===== src/rtl/atkx_pkg.sv =====
`timescale 1ns / 1ps
// ----------------------------------------------------------------------------
// atkx_pkg
// Types, constants and helper functions shared by the keystream XOR core.
// ----------------------------------------------------------------------------
package atkx_pkg;

    localparam int KEY_BYTES  = 32;
    localparam int PHASE_MOD  = 29;
    localparam int KEY_WORD_W = 64;
    localparam int KEY_WORDS  = KEY_BYTES / (KEY_WORD_W / 8);
    localparam int CFG_IDX_W  = 3;
    localparam int CFG_DATA_W = KEY_WORD_W;
    localparam int START_W    = 32;

    localparam logic [7:0] BYTE_MASK = 8'hFF;

    typedef enum logic [CFG_IDX_W-1:0] {
        CFG_KEY_WORD_0  = 3'd0,
        CFG_KEY_WORD_1  = 3'd1,
        CFG_KEY_WORD_2  = 3'd2,
        CFG_KEY_WORD_3  = 3'd3,
        CFG_START_INDEX = 3'd4
    } t_cfg_reg;

    typedef logic [$clog2(KEY_WORDS)-1:0] t_key_addr;
    typedef logic [KEY_WORD_W-1:0]        t_key_word;

    // Keystream position of one byte: index mod 256 and index mod 29.
    typedef struct packed {
        logic [7:0] idx;
        logic [4:0] ph;
    } t_pos;

    // Residue of a 32-bit value mod 29. Fold bytes with 256 = 24 (mod 29),
    // then finish with a reciprocal multiply (2^14 / 29 rounded up) and
    // one correcting subtract.
    function automatic logic [4:0] mod29(input logic [START_W-1:0] v);
        logic [14:0] s1;
        logic [11:0] s2;
        logic [9:0]  s3;
        logic [18:0] prod;
        logic [4:0]  q;
        logic [9:0]  r;
        // 256^1 = 24, 256^2 = 25, 256^3 = 20 (mod 29)
        s1 = 15'(v[7:0]) + 15'(v[15:8]) * 15'd24
           + 15'(v[23:16]) * 15'd25 + 15'(v[31:24]) * 15'd20;
        s2 = 12'(s1[7:0]) + 12'(s1[14:8]) * 12'd24;
        s3 = 10'(s2[7:0]) + 10'(s2[11:8]) * 10'd24;
        prod = 19'(s3) * 19'd565;
        q = prod[18:14];
        r = s3 - 10'(q) * 10'(PHASE_MOD);
        if (r >= 10'(PHASE_MOD)) begin
            r = r - 10'(PHASE_MOD);
        end
        return r[4:0];
    endfunction

endpackage


===== src/rtl/atkx_in_if.sv =====
`timescale 1ns / 1ps
// ----------------------------------------------------------------------------
// atkx_in_if
// Input word channel: one data byte with run start and last flags.
// ----------------------------------------------------------------------------
interface atkx_in_if;
    logic       valid;
    logic       ready;
    logic [7:0] data_in;
    logic       run_start;
    logic       last_in;

    modport source (output valid, output data_in, output run_start, output last_in,
                    input ready);
    modport sink   (input valid, input data_in, input run_start, input last_in,
                    output ready);
endinterface


===== src/rtl/atkx_out_if.sv =====
`timescale 1ns / 1ps
// ----------------------------------------------------------------------------
// atkx_out_if
// Output word channel: one ciphered byte with its last flag.
// ----------------------------------------------------------------------------
interface atkx_out_if;
    logic       valid;
    logic       ready;
    logic [7:0] data_out;
    logic       last_out;

    modport source (output valid, output data_out, output last_out, input ready);
    modport sink   (input valid, input data_out, input last_out, output ready);
endinterface


===== src/rtl/atkx_idx.sv =====
`timescale 1ns / 1ps
// ----------------------------------------------------------------------------
// atkx_idx
// Keystream index tracker: low index byte, mod-29 phase and run restart.
// ----------------------------------------------------------------------------
module atkx_idx (
    input  logic                           i_clk,
    input  logic                           i_rst_n,
    input  logic                           i_cfg_we,
    input  logic [atkx_pkg::CFG_IDX_W-1:0] i_cfg_idx,
    input  logic [atkx_pkg::START_W-1:0]   i_cfg_start,
    input  logic                           i_adv,
    input  logic                           i_run_start,
    output atkx_pkg::t_pos                 o_pos
);
    import atkx_pkg::*;

    logic [7:0] r_start_low;
    logic [4:0] r_start_ph;
    logic [7:0] r_index_low;
    logic [4:0] r_phase;
    t_pos       n_pos;

    // Position used by the word being accepted now.
    always_comb begin
        if (i_run_start) begin
            o_pos.idx = r_start_low;
            o_pos.ph  = r_start_ph;
        end else begin
            o_pos.idx = r_index_low;
            o_pos.ph  = r_phase;
        end
        n_pos.idx = o_pos.idx + 8'd1;
        n_pos.ph  = (o_pos.ph == 5'(PHASE_MOD - 1)) ? 5'd0 : o_pos.ph + 5'd1;
    end

    always_ff @(posedge i_clk) begin
        if (!i_rst_n) begin
            r_start_low <= '0;
            r_start_ph  <= '0;
            r_index_low <= '0;
            r_phase     <= '0;
        end else begin
            // Reduce the start index once, at write time.
            if (i_cfg_we && i_cfg_idx == CFG_START_INDEX) begin
                r_start_low <= i_cfg_start[7:0];
                r_start_ph  <= mod29(i_cfg_start);
            end
            if (i_adv) begin
                r_index_low <= n_pos.idx;
                r_phase     <= n_pos.ph;
            end
        end
    end

endmodule


===== src/rtl/atkx_key.sv =====
`timescale 1ns / 1ps
// ----------------------------------------------------------------------------
// atkx_key
// Key store: four 64-bit words, one write port, two registered read ports.
// ----------------------------------------------------------------------------
module atkx_key (
    input  logic                            i_clk,
    input  logic                            i_rst_n,
    input  logic                            i_cfg_we,
    input  logic [atkx_pkg::CFG_IDX_W-1:0]  i_cfg_idx,
    input  logic [atkx_pkg::CFG_DATA_W-1:0] i_cfg_data,
    input  logic                            i_rd_en,
    input  atkx_pkg::t_key_addr             i_addr_a,
    input  atkx_pkg::t_key_addr             i_addr_b,
    output atkx_pkg::t_key_word             o_word_a,
    output atkx_pkg::t_key_word             o_word_b
);
    import atkx_pkg::*;

    t_key_word r_mem [KEY_WORDS];
    t_key_word r_word_a;
    t_key_word r_word_b;

    always_ff @(posedge i_clk) begin
        if (!i_rst_n) begin
            for (int i = 0; i < KEY_WORDS; i++) begin
                r_mem[i] <= '0;
            end
        end else if (i_cfg_we) begin
            case (i_cfg_idx)
                CFG_KEY_WORD_0: r_mem[0] <= i_cfg_data;
                CFG_KEY_WORD_1: r_mem[1] <= i_cfg_data;
                CFG_KEY_WORD_2: r_mem[2] <= i_cfg_data;
                CFG_KEY_WORD_3: r_mem[3] <= i_cfg_data;
                default: ;
            endcase
        end
    end

    always_ff @(posedge i_clk) begin
        if (i_rd_en) begin
            r_word_a <= r_mem[i_addr_a];
            r_word_b <= r_mem[i_addr_b];
        end
    end

    assign o_word_a = r_word_a;
    assign o_word_b = r_word_b;

endmodule


===== src/rtl/atkx_ks.sv =====
`timescale 1ns / 1ps
// ----------------------------------------------------------------------------
// atkx_ks
// Keystream byte: select two key bytes, multiply, add the index, XOR data.
// ----------------------------------------------------------------------------
module atkx_ks (
    input  atkx_pkg::t_pos      i_pos,
    input  atkx_pkg::t_key_word i_word_a,
    input  atkx_pkg::t_key_word i_word_b,
    input  logic [7:0]          i_data,
    output logic [7:0]          o_data
);
    import atkx_pkg::*;

    logic [7:0]  key_a;
    logic [7:0]  key_b;
    logic [15:0] prod;
    logic [7:0]  ks;

    always_comb begin
        key_a = i_word_a[{i_pos.idx[2:0], 3'b000} +: 8];
        key_b = i_word_b[{i_pos.ph[2:0], 3'b000} +: 8];
        prod  = 16'(key_a) * 16'(key_b);
        ks    = i_pos.idx + (prod[7:0] & BYTE_MASK);
        o_data = i_data ^ ks;
    end

endmodule


===== src/rtl/archive_toc_keystream_xor_core.sv =====
`timescale 1ns / 1ps
// ----------------------------------------------------------------------------
// archive_toc_keystream_xor_core
// Byte-stream XOR cipher with a 32-byte key and a running keystream index.
// ----------------------------------------------------------------------------
// Usage:
//   i_in_ch  carries one byte per word with run_start and last_in flags.
//   o_out_ch returns one word per input word: the ciphered byte and last_out.
//   Encrypt and decrypt are the same operation.
//   The config port writes key words 0..3 and start_index; write only while
//   no words are in flight. Indexes beyond start_index are ignored.
// Timing:
//   Two register stages. A word accepted into stage one moves on to the
//   stage-two result register, which drives o_out_ch, once stage two is
//   free or being drained. Throughput is one word per cycle, since both
//   stages advance together while the sink is ready.
// Reset:
//   Synchronous, active low. Clears the key, start index, index and phase
//   and empties both stages.
// Stall:
//   When o_out_ch.ready is low the result holds; stage one still takes a
//   new word if it is empty, then i_in_ch.ready drops until the sink drains.
// ----------------------------------------------------------------------------
module archive_toc_keystream_xor_core (
    input  logic                            i_clk,
    input  logic                            i_rst_n,
    atkx_in_if.sink                         i_in_ch,
    atkx_out_if.source                      o_out_ch,
    input  logic                            i_cfg_we,
    input  logic [atkx_pkg::CFG_IDX_W-1:0]  i_cfg_idx,
    input  logic [atkx_pkg::CFG_DATA_W-1:0] i_cfg_data
);
    import atkx_pkg::*;

    // Handshake and stage control
    logic s2_ready;
    logic s1_go;
    logic in_ready;
    logic in_acc;

    t_pos      cur_pos;
    t_key_word word_a;
    t_key_word word_b;
    logic [7:0] ks_data;

    // Stage one: position and key words for the accepted byte
    logic       r_s1_v;
    t_pos       r_s1_pos;
    logic [7:0] r_s1_data;
    logic       r_s1_last;

    // Stage two: result register
    logic       r_s2_v;
    logic [7:0] r_s2_data;
    logic       r_s2_last;

    assign s2_ready = !r_s2_v || o_out_ch.ready;
    assign s1_go    = r_s1_v && s2_ready;
    assign in_ready = !r_s1_v || s2_ready;
    assign in_acc   = i_in_ch.valid && in_ready;

    assign i_in_ch.ready     = in_ready;
    assign o_out_ch.valid    = r_s2_v;
    assign o_out_ch.data_out = r_s2_data;
    assign o_out_ch.last_out = r_s2_last;

    // Track the running index; advance once per accepted word.
    atkx_idx u_idx (
        .i_clk       (i_clk),
        .i_rst_n     (i_rst_n),
        .i_cfg_we    (i_cfg_we),
        .i_cfg_idx   (i_cfg_idx),
        .i_cfg_start (i_cfg_data[START_W-1:0]),
        .i_adv       (in_acc),
        .i_run_start (i_in_ch.run_start),
        .o_pos       (cur_pos)
    );

    // Read both key words for this position; data lands with stage one.
    atkx_key u_key (
        .i_clk      (i_clk),
        .i_rst_n    (i_rst_n),
        .i_cfg_we   (i_cfg_we),
        .i_cfg_idx  (i_cfg_idx),
        .i_cfg_data (i_cfg_data),
        .i_rd_en    (in_acc),
        .i_addr_a   (cur_pos.idx[4:3]),
        .i_addr_b   (cur_pos.ph[4:3]),
        .o_word_a   (word_a),
        .o_word_b   (word_b)
    );

    atkx_ks u_ks (
        .i_pos    (r_s1_pos),
        .i_word_a (word_a),
        .i_word_b (word_b),
        .i_data   (r_s1_data),
        .o_data   (ks_data)
    );

    // Valid bits
    always_ff @(posedge i_clk) begin
        if (!i_rst_n) begin
            r_s1_v <= 1'b0;
            r_s2_v <= 1'b0;
        end else begin
            if (in_acc) begin
                r_s1_v <= 1'b1;
            end else if (s1_go) begin
                r_s1_v <= 1'b0;
            end
            if (s1_go) begin
                r_s2_v <= 1'b1;
            end else if (o_out_ch.ready) begin
                r_s2_v <= 1'b0;
            end
        end
    end

    // Payload: load on advance, hold otherwise
    always_ff @(posedge i_clk) begin
        if (in_acc) begin
            r_s1_pos  <= cur_pos;
            r_s1_data <= i_in_ch.data_in;
            r_s1_last <= i_in_ch.last_in;
        end
        if (s1_go) begin
            r_s2_data <= ks_data;
            r_s2_last <= r_s1_last;
        end
    end

endmodule


===== src/flat_wrapper.sv =====
// flat-port wrapper written by rule: the top's interface ports become plain ports
module archive_toc_keystream_xor_core_flat import atkx_pkg::*;
  (i_clk, i_rst_n, i_cfg_we, i_cfg_idx, i_cfg_data, i_in_ch_valid, i_in_ch_data_in, i_in_ch_run_start, i_in_ch_last_in, i_in_ch_ready, o_out_ch_valid, o_out_ch_data_out, o_out_ch_last_out, o_out_ch_ready);
  atkx_in_if i_in_ch_i ();
  atkx_out_if o_out_ch_i ();
  input  logic i_clk;
  input  logic i_rst_n;
  input  logic i_cfg_we;
  input  logic [atkx_pkg::CFG_IDX_W-1:0] i_cfg_idx;
  input  logic [atkx_pkg::CFG_DATA_W-1:0] i_cfg_data;
  input wire logic [$bits(i_in_ch_i.valid)-1:0] i_in_ch_valid;
  input wire logic [$bits(i_in_ch_i.data_in)-1:0] i_in_ch_data_in;
  input wire logic [$bits(i_in_ch_i.run_start)-1:0] i_in_ch_run_start;
  input wire logic [$bits(i_in_ch_i.last_in)-1:0] i_in_ch_last_in;
  output wire logic [$bits(i_in_ch_i.ready)-1:0] i_in_ch_ready;
  output wire logic [$bits(o_out_ch_i.valid)-1:0] o_out_ch_valid;
  output wire logic [$bits(o_out_ch_i.data_out)-1:0] o_out_ch_data_out;
  output wire logic [$bits(o_out_ch_i.last_out)-1:0] o_out_ch_last_out;
  input wire logic [$bits(o_out_ch_i.ready)-1:0] o_out_ch_ready;
  assign i_in_ch_i.valid = i_in_ch_valid;
  assign i_in_ch_i.data_in = i_in_ch_data_in;
  assign i_in_ch_i.run_start = i_in_ch_run_start;
  assign i_in_ch_i.last_in = i_in_ch_last_in;
  assign i_in_ch_ready = i_in_ch_i.ready;
  assign o_out_ch_valid = o_out_ch_i.valid;
  assign o_out_ch_data_out = o_out_ch_i.data_out;
  assign o_out_ch_last_out = o_out_ch_i.last_out;
  assign o_out_ch_i.ready = o_out_ch_ready;
  archive_toc_keystream_xor_core u_core (.i_clk(i_clk), .i_rst_n(i_rst_n), .i_in_ch(i_in_ch_i), .o_out_ch(o_out_ch_i), .i_cfg_we(i_cfg_we), .i_cfg_idx(i_cfg_idx), .i_cfg_data(i_cfg_data));
endmodule

===== config.mk =====
export PLATFORM = sky130hd
export DESIGN_NAME = archive_toc_keystream_xor_core_flat
export DESIGN_NICKNAME = d
export VERILOG_FILES = /design/src/rtl/atkx_pkg.sv /design/src/rtl/atkx_in_if.sv /design/src/rtl/atkx_out_if.sv /design/src/rtl/atkx_idx.sv /design/src/rtl/atkx_key.sv /design/src/rtl/atkx_ks.sv /design/src/rtl/archive_toc_keystream_xor_core.sv /design/src/flat_wrapper.sv
export SDC_FILE = /design/constraint.sdc
export NUM_CORES = 1
export LEC_CHECK = 0
export BUFFER_PORTS_ARGS = -buffer_cell sky130_fd_sc_hd__buf_2
export CAP_MARGIN = 30
export CORE_MARGIN = 1
export CORE_UTILIZATION = 55
export CTS_CLUSTER_SIZE = 25
export DETAILED_ROUTE_END_ITERATION = 8
export GPL_ROUTABILITY_DRIVEN = 0
export HOLD_SLACK_MARGIN = 0.03
export PLACE_DENSITY = 0.72
export SYNTH_ARGS = -nofsm -noshare
export SYNTH_HDL_FRONTEND = slang
export SYNTH_SLANG_ARGS = --single-unit

===== constraint.sdc =====
create_clock -name i_clk -period 26.3 [get_ports i_clk]
set_input_delay 7.89 -clock i_clk [delete_from_list [all_inputs] [get_ports i_clk]]
set_output_delay 7.89 -clock i_clk [all_outputs]
set_load 0.005 [all_outputs]

==> metrics.md, run 1 <==
| Metric | Value |
|---|---|
| Die height | `222 um` |
| Max-Slew Margin vs Limit | `34.7%` |
| Horizontal extent of the die | `222 um` |
| Critical path peak fanout | `7` |
| Maximum clock rate | `43.9 MHz` |
| Distinct cells, synth | `59` |
| Post-cts repair resize count | `0` |
| Count of routing violations after the opening detailed-route iteration | `1546` |
| Share of final-layout standard cells stronger than drive strength 1 | `13.6%` |
| Setup TNS | `0 ns` |
| First-pass GRT wire length | `103000 um` |
| Number of CTS-inserted buffers | `44` |
| Area delta synth->final | `9.81%` |
| Core region area | `47600 um2` |
| Number of failing setup endpoints in the final timing report | `0` |
| Count of flip-flops with a built-in enable after synthesis | `413` |
| Number of instances in the synthesized netlist | `2206` |
| Worst setup slack before clock tree synthesis | `3.01 ns` |
| Post-DR vias/cell | `6.03` |
| Largest net degree at the start of global routing | `80` |
| Detailed-route via count | `17616` |
| Crit path max-delay cell type | `sky130_fd_sc_hd__xor2_1` |
| Total count of max-transition violations in the final report | `0` |
| Arrival time reported for the critical path endpoint | `23.20 ns` |
| FILL cells | `3720` |
| CP peak stage delay | `0.65 ns` |
| Crit path setup slack, layout | `3.54 ns` |
| Min Tclk post-route | `22.76 ns` |
| #FFs+latches synth | `441` |
| Postcts setup bufs | `0` |
| Count of TritonRoute iterations in the first routing pass | `6` |
| Slew of the pin with the lowest slew margin | `0.979 ns` |
| Post-Syn Nets | `2550` |
| Classification of the worst-slack hold path | `reg2reg` |
| Sequential cell area fraction in the yosys report | `48.9%` |
| Initial standard-cell utilization of the core | `55.7%` |
| Number of design rule violations left after detail routing | `0` |
| Post-Route WL | `65600 um` |
| Final layout net count | `2611` |
| CTS tree | `built` |
| Total track usage | `27.3%` |
| Synth Warn # | `0` |
| Netlist area before placement | `26500 um2` |
| Master cell of the clock root buffer | `sky130_fd_sc_hd__clkbuf_16` |
| Mean routed wirelength per cell | `22.5 um` |
| Status | `completed` |
| Worst clock skew | `0.0283 ns` |
| Most repeated library cell on the critical path | `sky130_fd_sc_hd__ha_1` |
| Final hold viol count | `0` |
| Reg clk slew, reported paths | `0.06 ns` |
| Total Die Area | `49100 um2` |
| WP data required | `26.74 ns` |
| Antenna Nets Post-Route | `0` |
| Vias in the first global route | `18239` |
| Number of antenna violations at the first check in global routing | `7` |
| H-tree depth reported by CTS | `2` |
| Most used DFF post-synth | `sky130_fd_sc_hd__edfxtp_1` |
| Final period util | `86.5%` |
| Startpoint types | `input port` |
| Crit Path Category | `in2reg` |
| Worst skew pair latency | `0.58 ns` |
| Hold buffer count at cts | `0` |
| Maximum count of clock buffers along a single path | `3` |
| Max_cap viols | `0` |
| I/O Buffers | `92` |
| Hpwl dp | `42500 um` |
| Sink count of the clock tree | `441` |
| Register-to-Register Path Depth | `18` |
| Top-level port count | `93` |
| Standard-cell row count | `80` |
| Hold-critical path depth | `0` |
| Mean area per synthesized cell | `12.0 um2` |
| RSZ-0062 raised after global routing | `no` |
| Kind of capture point of the worst setup path | `register` |
| Proportion of synthesized flip-flops having asynchronous set or reset | `0%` |
| GR Overflow Total | `0` |
[flip-flops by register name (all words and copies together), names as in the netlist, 5 cells and up]
signal	count
u_core.u_key.o_word_a	64
u_core.u_idx.r_start_ph	5
u_core.u_key.r_mem	256
u_core.u_key.o_word_b	64
u_core.u_idx.r_start_low	8
u_core.u_idx.r_index_low	8
u_core.u_idx.r_phase	5
u_core.r_s1_data	8
u_core.o_out_ch.data_out	8
u_core.r_s1_pos	11
[cells in the mapped netlist (all sizes together), types with 4 or more instances]
cell type | instances | share of area, %
edfxtp | 413 | 47
nand2 | 345 | 4.9
and2 | 241 | 5.7
ha | 188 | 8.9
inv | 184 | 2.6
mux4 | 96 | 8.2
clkbuf | 89 | 1.3
fa | 74 | 5.6
a31oi | 70 | 1.7
and3 | 68 | 1.6
xnor2 | 67 | 2.2
a21oi | 45 | 0.85
nor2 | 39 | 0.55
nor3 | 33 | 0.62
dfxtp | 28 | 2.1
xor2 | 28 | 0.92
o21ai | 24 | 0.47
a21o | 19 | 0.54
mux2i | 18 | 0.68
buf | 17 | 0.33
nor2b | 13 | 0.31
o21bai | 13 | 0.37
mux2 | 11 | 0.47
a21boi | 10 | 0.28
nand3 | 9 | 0.19
nor4 | 8 | 0.25
a211oi | 7 | 0.20
o21a | 6 | 0.17
nand2b | 5 | 0.12
o211ai | 5 | 0.14
a22oi | 4 | 0.11
[routing by layer]
| metal | vias to the layer above | share of wire [%] | track usage [%] |
|---|---|---|---|
| li1 | 7926 | - | - |
| met1 | 8856 | 39 | 34.9 |
| met2 | 706 | 50 | 47.6 |
| met3 | 124 | 7.6 | 4.06 |
| met4 | 4 | 2.8 | 8.98 |
| met5 | - | 0.041 | 0 |
[cell families after synthesis]
logic type               after synthesis  share of synthesized area [%]
AO/OA/AOI/OAI                        216                           5.25
XOR/XNOR                              96                           3.25
adder cells (fa/ha/maj)              262                           14.5
buffers and inverters                291                           4.21
flip-flops                           441                           48.9
multiplexers                         125                           9.30
AND/OR/NAND/NOR                      775                           14.7
[layout by cell type, fill, tap and decap left out, drive strengths merged, types with 15 or more instances in the layout]
master	netlist	final
mux2i	18	18
buf	17	121
dfxtp	28	28
and3	68	68
a21oi	45	45
xnor2	67	67
a21o	19	19
ha	188	188
fa	74	74
o21ai	24	24
nor3	33	33
a31oi	70	70
nor2	39	39
clkbuf	89	61
mux4	96	96
and2	241	241
xor2	28	28
edfxtp	413	413
nand2	345	345
clkinv	1	15
inv	184	186
[worst max-delay path, delay by kind of cell]
| kind | cells | cell delay, ns |
|---|---|---|
| and+or+nand+nor | 6 | 0.90 |
| adders and majority gates | 22 | 8.46 |
| xor gates and xnor gates | 8 | 2.67 |
| buffers and inverters | 8 | 0.49 |
| muxes | 2 | 0.38 |
| AOI/OAI and AO/OA | 12 | 2.41 |
[cell type report]
type	count	area (um2)	share of cell area [%]
timing repair buffer	121	718	2.47
multi-input combinational	1474	12600	43.2
tap	615	769	2.64
antenna	4	10.0	0.0344
sequential	441	13000	44.5
clock inverter	19	191	0.657
inverter	185	702	2.41
clock buffer	61	1200	4.11
[metrics by stage]
stage	instance area, um2	hold slack (ns)	utilization [%]	instances
CTS	29100	0.422	61.1	2915
detailed placement	27700	0.409	58.1	2835
finish	29100	0.418	61.1	2920
global route	29100	0.425	61.1	2918
global placement	27700	0.403	58.1	2834
floorplan	26500	0.400	-	2206
[path summary, 6_finish.rpt]
check	from	endpoint	slack [ns]
min	u_core.r_s1_last	u_core.o_out_ch.last_out	0.42
max reg2reg	u_core.r_s1_pos[5]	u_core.o_out_ch.data_out[7]	21.02
min reg2reg	u_core.r_s1_last	u_core.o_out_ch.last_out	0.42
max	i_cfg_data[27]	u_core.u_idx.r_start_ph[3]	3.54
Power of run 1 is left out: the tool's default activity adds up to more than one toggle a clock period on the data nets, which glitch-free logic cannot reach.
==> inputs of run 2 (changes only) <==
ABC_AREA = 1   (was default)
RECOVER_POWER = 50   (was default)
==> run 2 against run 1 <==
Net effect:
- the run now ends with capacitance limit, slew limit left
- cell area down 0.21%
- first-iteration DRC count up 40%
- synthesized cell count up 28%
- flip-flop and latch count unchanged
- core utilization down 0.25 points
- area after synthesis up 0.26%
- cell count up 20%
- clock skew up 0.013 ns
- via count up 20%
- die area up 0.26%
- sequential share of layout area up 0.092 points
==> metrics.md, run 2 <==
| Metric | Value |
|---|---|
| Critical Path Start | `i_cfg_data[27]` |
| Final hold slack | `0.429 ns (+0.0109 ns)` |
| Initial standard-cell utilization of the core | `55.7% (about the same)` |
| Largest net degree at the start of global routing | `98 (+23%)` |
| Total Die Area | `49200 um2 (+0.26%)` |
| Register with the highest flop count | `u_core.u_key.r_mem` |
| Capture instance of the worst register-to-register path | `u_core.o_out_ch.data_out[7]` |
| Min Tclk post-route | `22.30 ns (-0.459 ns)` |
| Master cell of the clock root buffer | `sky130_fd_sc_hd__clkbuf_16` |
| H-tree depth reported by CTS | `2 (unchanged)` |
| Detailed-route via count | `21170 (+20%)` |
| RSZ-0062 raised after global routing | `no` |
| Flip-flop and latch area | `13000 um2 (unchanged)` |
| Post-cts repair resize count | `0 (unchanged)` |
| Commonest non-fill, non-tap cells in the layout | `sky130_fd_sc_hd__nor2_1, sky130_fd_sc_hd__edfxtp_1, sky130_fd_sc_hd__nand2_1, sky130_fd_sc_hd__inv_1, sky130_fd_sc_hd__o21ai_0` |
| Main area contributors after synthesis | `sky130_fd_sc_hd__edfxtp_1, sky130_fd_sc_hd__ha_1, sky130_fd_sc_hd__nor2_1` |
| Proportion of synthesized flip-flops having asynchronous set or reset | `0% (unchanged)` |
| Startpoint types | `input port` |
| Setup slack of the most critical reg-to-reg path | `19.52 ns (-1.50 ns)` |
| Number of design rule violations left after detail routing | `0 (unchanged)` |
| Maximum count of clock buffers along a single path | `3 (unchanged)` |
| Post-Syn Nets | `3157 (+24%)` |
| Number of CTS-inserted buffers | `45 (+2.3%)` |
| Slew of the pin with the lowest slew margin | `4.60 ns (+3.62 ns)` |
| Distinct cells, synth | `48 (-19%)` |
| Setup TNS | `0 ns (unchanged)` |
| Worst setup slack before clock tree synthesis | `3.46 ns (+0.450 ns)` |
| Total count of max-transition violations in the final report | `480 (+480)` |
| Max-Slew Margin vs Limit | `-207% (-240 points)` |
| Start of the worst register-to-register path | `u_core.r_s1_pos[6]` |
| First-pass GRT wire length | `113000 um (+10%)` |
| Number of antenna violations at the first check in global routing | `0 (-7)` |
| Worst clock skew | `0.0409 ns (+0.0126 ns)` |
| DR WL met3 | `6400 um (+29%)` |
| Cell with the most instances after synthesis | `sky130_fd_sc_hd__nor2_1` |
| Most used DFF post-synth | `sky130_fd_sc_hd__edfxtp_1` |
| Top-level port count | `93 (unchanged)` |
| CTS tree | `built` |
| Kind of capture point of the worst setup path | `register` |
| Count of TritonRoute iterations in the first routing pass | `8 (+2)` |
| Largest area contributor in the netlist | `sky130_fd_sc_hd__edfxtp_1` |
| Hold buffer count at cts | `0 (unchanged)` |
| Final layout net count | `3189 (+22%)` |
| Count of routing violations after the opening detailed-route iteration | `2172 (+40%)` |
| Maximum clock rate | `44.8 MHz (+2.1%)` |
| Total track usage | `29.6% (+2.4 points)` |
| Violations in the final reports | `capacitance limit, slew limit` |
| Met2 Wirelength | `36200 um (+9.6%)` |
| Sink count of the clock tree | `441 (unchanged)` |
| Critical path peak fanout | `7 (unchanged)` |
| Die height | `222 um (+0.13%)` |
| Crit Path Category | `in2reg` |
| Post-synth top area share | `46.6% (-0.12 points)` |
| Standard-cell row count | `80 (unchanged)` |
| Postcts setup bufs | `0 (unchanged)` |
| Hpwl dp | `46100 um (+8.6%)` |
| CP peak stage delay | `0.54 ns (-0.11 ns)` |
| Mean routed wirelength per cell | `21.0 um (-6.6%)` |
| #FFs+latches synth | `441 (unchanged)` |
| Register-to-Register Path Depth | `20 (+2)` |
| Most common library cell in the layout ignoring fill and taps | `sky130_fd_sc_hd__nor2_1` |
| Worst skew pair latency | `0.60 ns (+0.02 ns)` |
| Arrival time reported for the critical path endpoint | `22.78 ns (-0.42 ns)` |
| Area delta synth->final | `9.29%` |
| FILL cells | `3868 (+4.0%)` |
| Post-DR vias/cell | `6.06 (+0.40%)` |
| Final period util | `84.8% (-1.7 points)` |
| Number of inserted diodes | `0 (-4)` |
| Core region area | `47700 um2 (+0.21%)` |
| Crit path max-delay cell type | `sky130_fd_sc_hd__xor2_1` |
| Count of flip-flops with a built-in enable after synthesis | `413 (unchanged)` |
| Netlist area before placement | `26600 um2 (+0.26%)` |
| Mean area per synthesized cell | `9.45 um2 (-21%)` |
| Post-Route WL | `73400 um (+12%)` |
| Multi-input logic area | `11800 um2 (-6.5%)` |
| WP data required | `26.77 ns (+0.03 ns)` |
| Final hold viol count | `0 (unchanged)` |
| Reg clk slew, reported paths | `0.06 ns (about the same)` |
| Crit path setup slack, layout | `4.00 ns (+0.459 ns)` |
| Horizontal extent of the die | `222 um (+0.13%)` |
| Vias in the first global route | `20924 (+15%)` |
| Most repeated library cell on the critical path | `sky130_fd_sc_hd__inv_1` |
| Antenna Nets Post-Route | `0 (unchanged)` |
| Largest register FFs | `256 (unchanged)` |
| Synth Warn # | `0 (unchanged)` |
| Sequential cell area fraction in the yosys report | `48.7% (-0.13 points)` |
| Max_cap viols | `11 (+11)` |
| Number of instances in the synthesized netlist | `2813 (+28%)` |
| GR Overflow Total | `0 (unchanged)` |
| Routed metal-1 wire length | `27800 um (+8.0%)` |
| Number of failing setup endpoints in the final timing report | `0 (unchanged)` |
| Crit path to | `u_core.u_idx.r_start_ph[0]` |
| Most frequent cells after synthesis | `sky130_fd_sc_hd__nor2_1, sky130_fd_sc_hd__edfxtp_1, sky130_fd_sc_hd__nand2_1` |
| Share of final-layout standard cells stronger than drive strength 1 | `7.71% (-5.9 points)` |
| Status | `finished, violations left` |
| Classification of the worst-slack hold path | `reg2reg` |
| I/O Buffers | `92 (unchanged)` |
| Top routing layer used | `met4` |
==> run 2: critical path, delay by kind of cell <==
family / cells / cell delay [ns]
adders and majority gates: 21 / 7.82
AOI/OAI and AO/OA: 14 / 2.20
and+or+nand+nor: 17 / 2.03
xor gates and xnor gates: 7 / 1.89
buffers and inverters: 15 / 0.94
==> run 2: stage by stage <==
stage | utilization, % | instances | instance area [um2]
after floorplan | - | 2813 | 26600
after global placement | 57.5 | 3403 | 27500
after detailed placement | 57.7 | 3407 | 27600
after CTS | 60.9 | 3489 | 29100
after global routing | 60.9 | 3495 | 29100
final | 60.9 | 3495 | 29100
==> run 2: layer usage <==
metal	vias up	track usage, %
met5	-	0
met4	0	13.4
met3	237	3.84
met2	1221	51.5
met1	10144	37.0
li1	9568	-
==> run 2: layout make-up <==
cell class / count / area share, %
Tap cell: 615 / 2.65
Clock buffer: 58 / 4.04
Multi-Input combinational cell: 1882 / 40.5
Clock inverter: 24 / 1.14
Inverter: 353 / 4.57
Sequential cell: 441 / 44.6
Timing Repair Buffer: 122 / 2.53
==> run 2: cell families (layout without fill, tap and decap cells) <==
group / Yosys count / count (layout) / share of synthesized area, %
adder cells (fa/ha/maj): 262 / 262 / 14.4
buffers and inverters: 490 / 557 / 7.23
flip-flops: 441 / 441 / 48.7
AND/OR/NAND/NOR: 983 / 983 / 14.6
XOR/XNOR: 80 / 80 / 2.76
AO/OA/AOI/OAI: 557 / 557 / 12.2
==> run 2: worst min-delay path by stage <==
stage	start	end	slack [ns]	depth (start not counted)
global placement	u_core.r_s1_last	u_core.o_out_ch.last_out	0.40	0
global route	u_core.r_s1_last	u_core.o_out_ch.last_out	0.45	0
detailed placement	u_core.r_s1_last	u_core.o_out_ch.last_out	0.42	0
finish	u_core.r_s1_last	u_core.o_out_ch.last_out	0.43	0
floorplan	u_core.r_s1_last	u_core.o_out_ch.last_out	0.40	0
CTS	u_core.r_s1_last	u_core.o_out_ch.last_out	0.43	0
Power of run 2 is left out for the same reason.
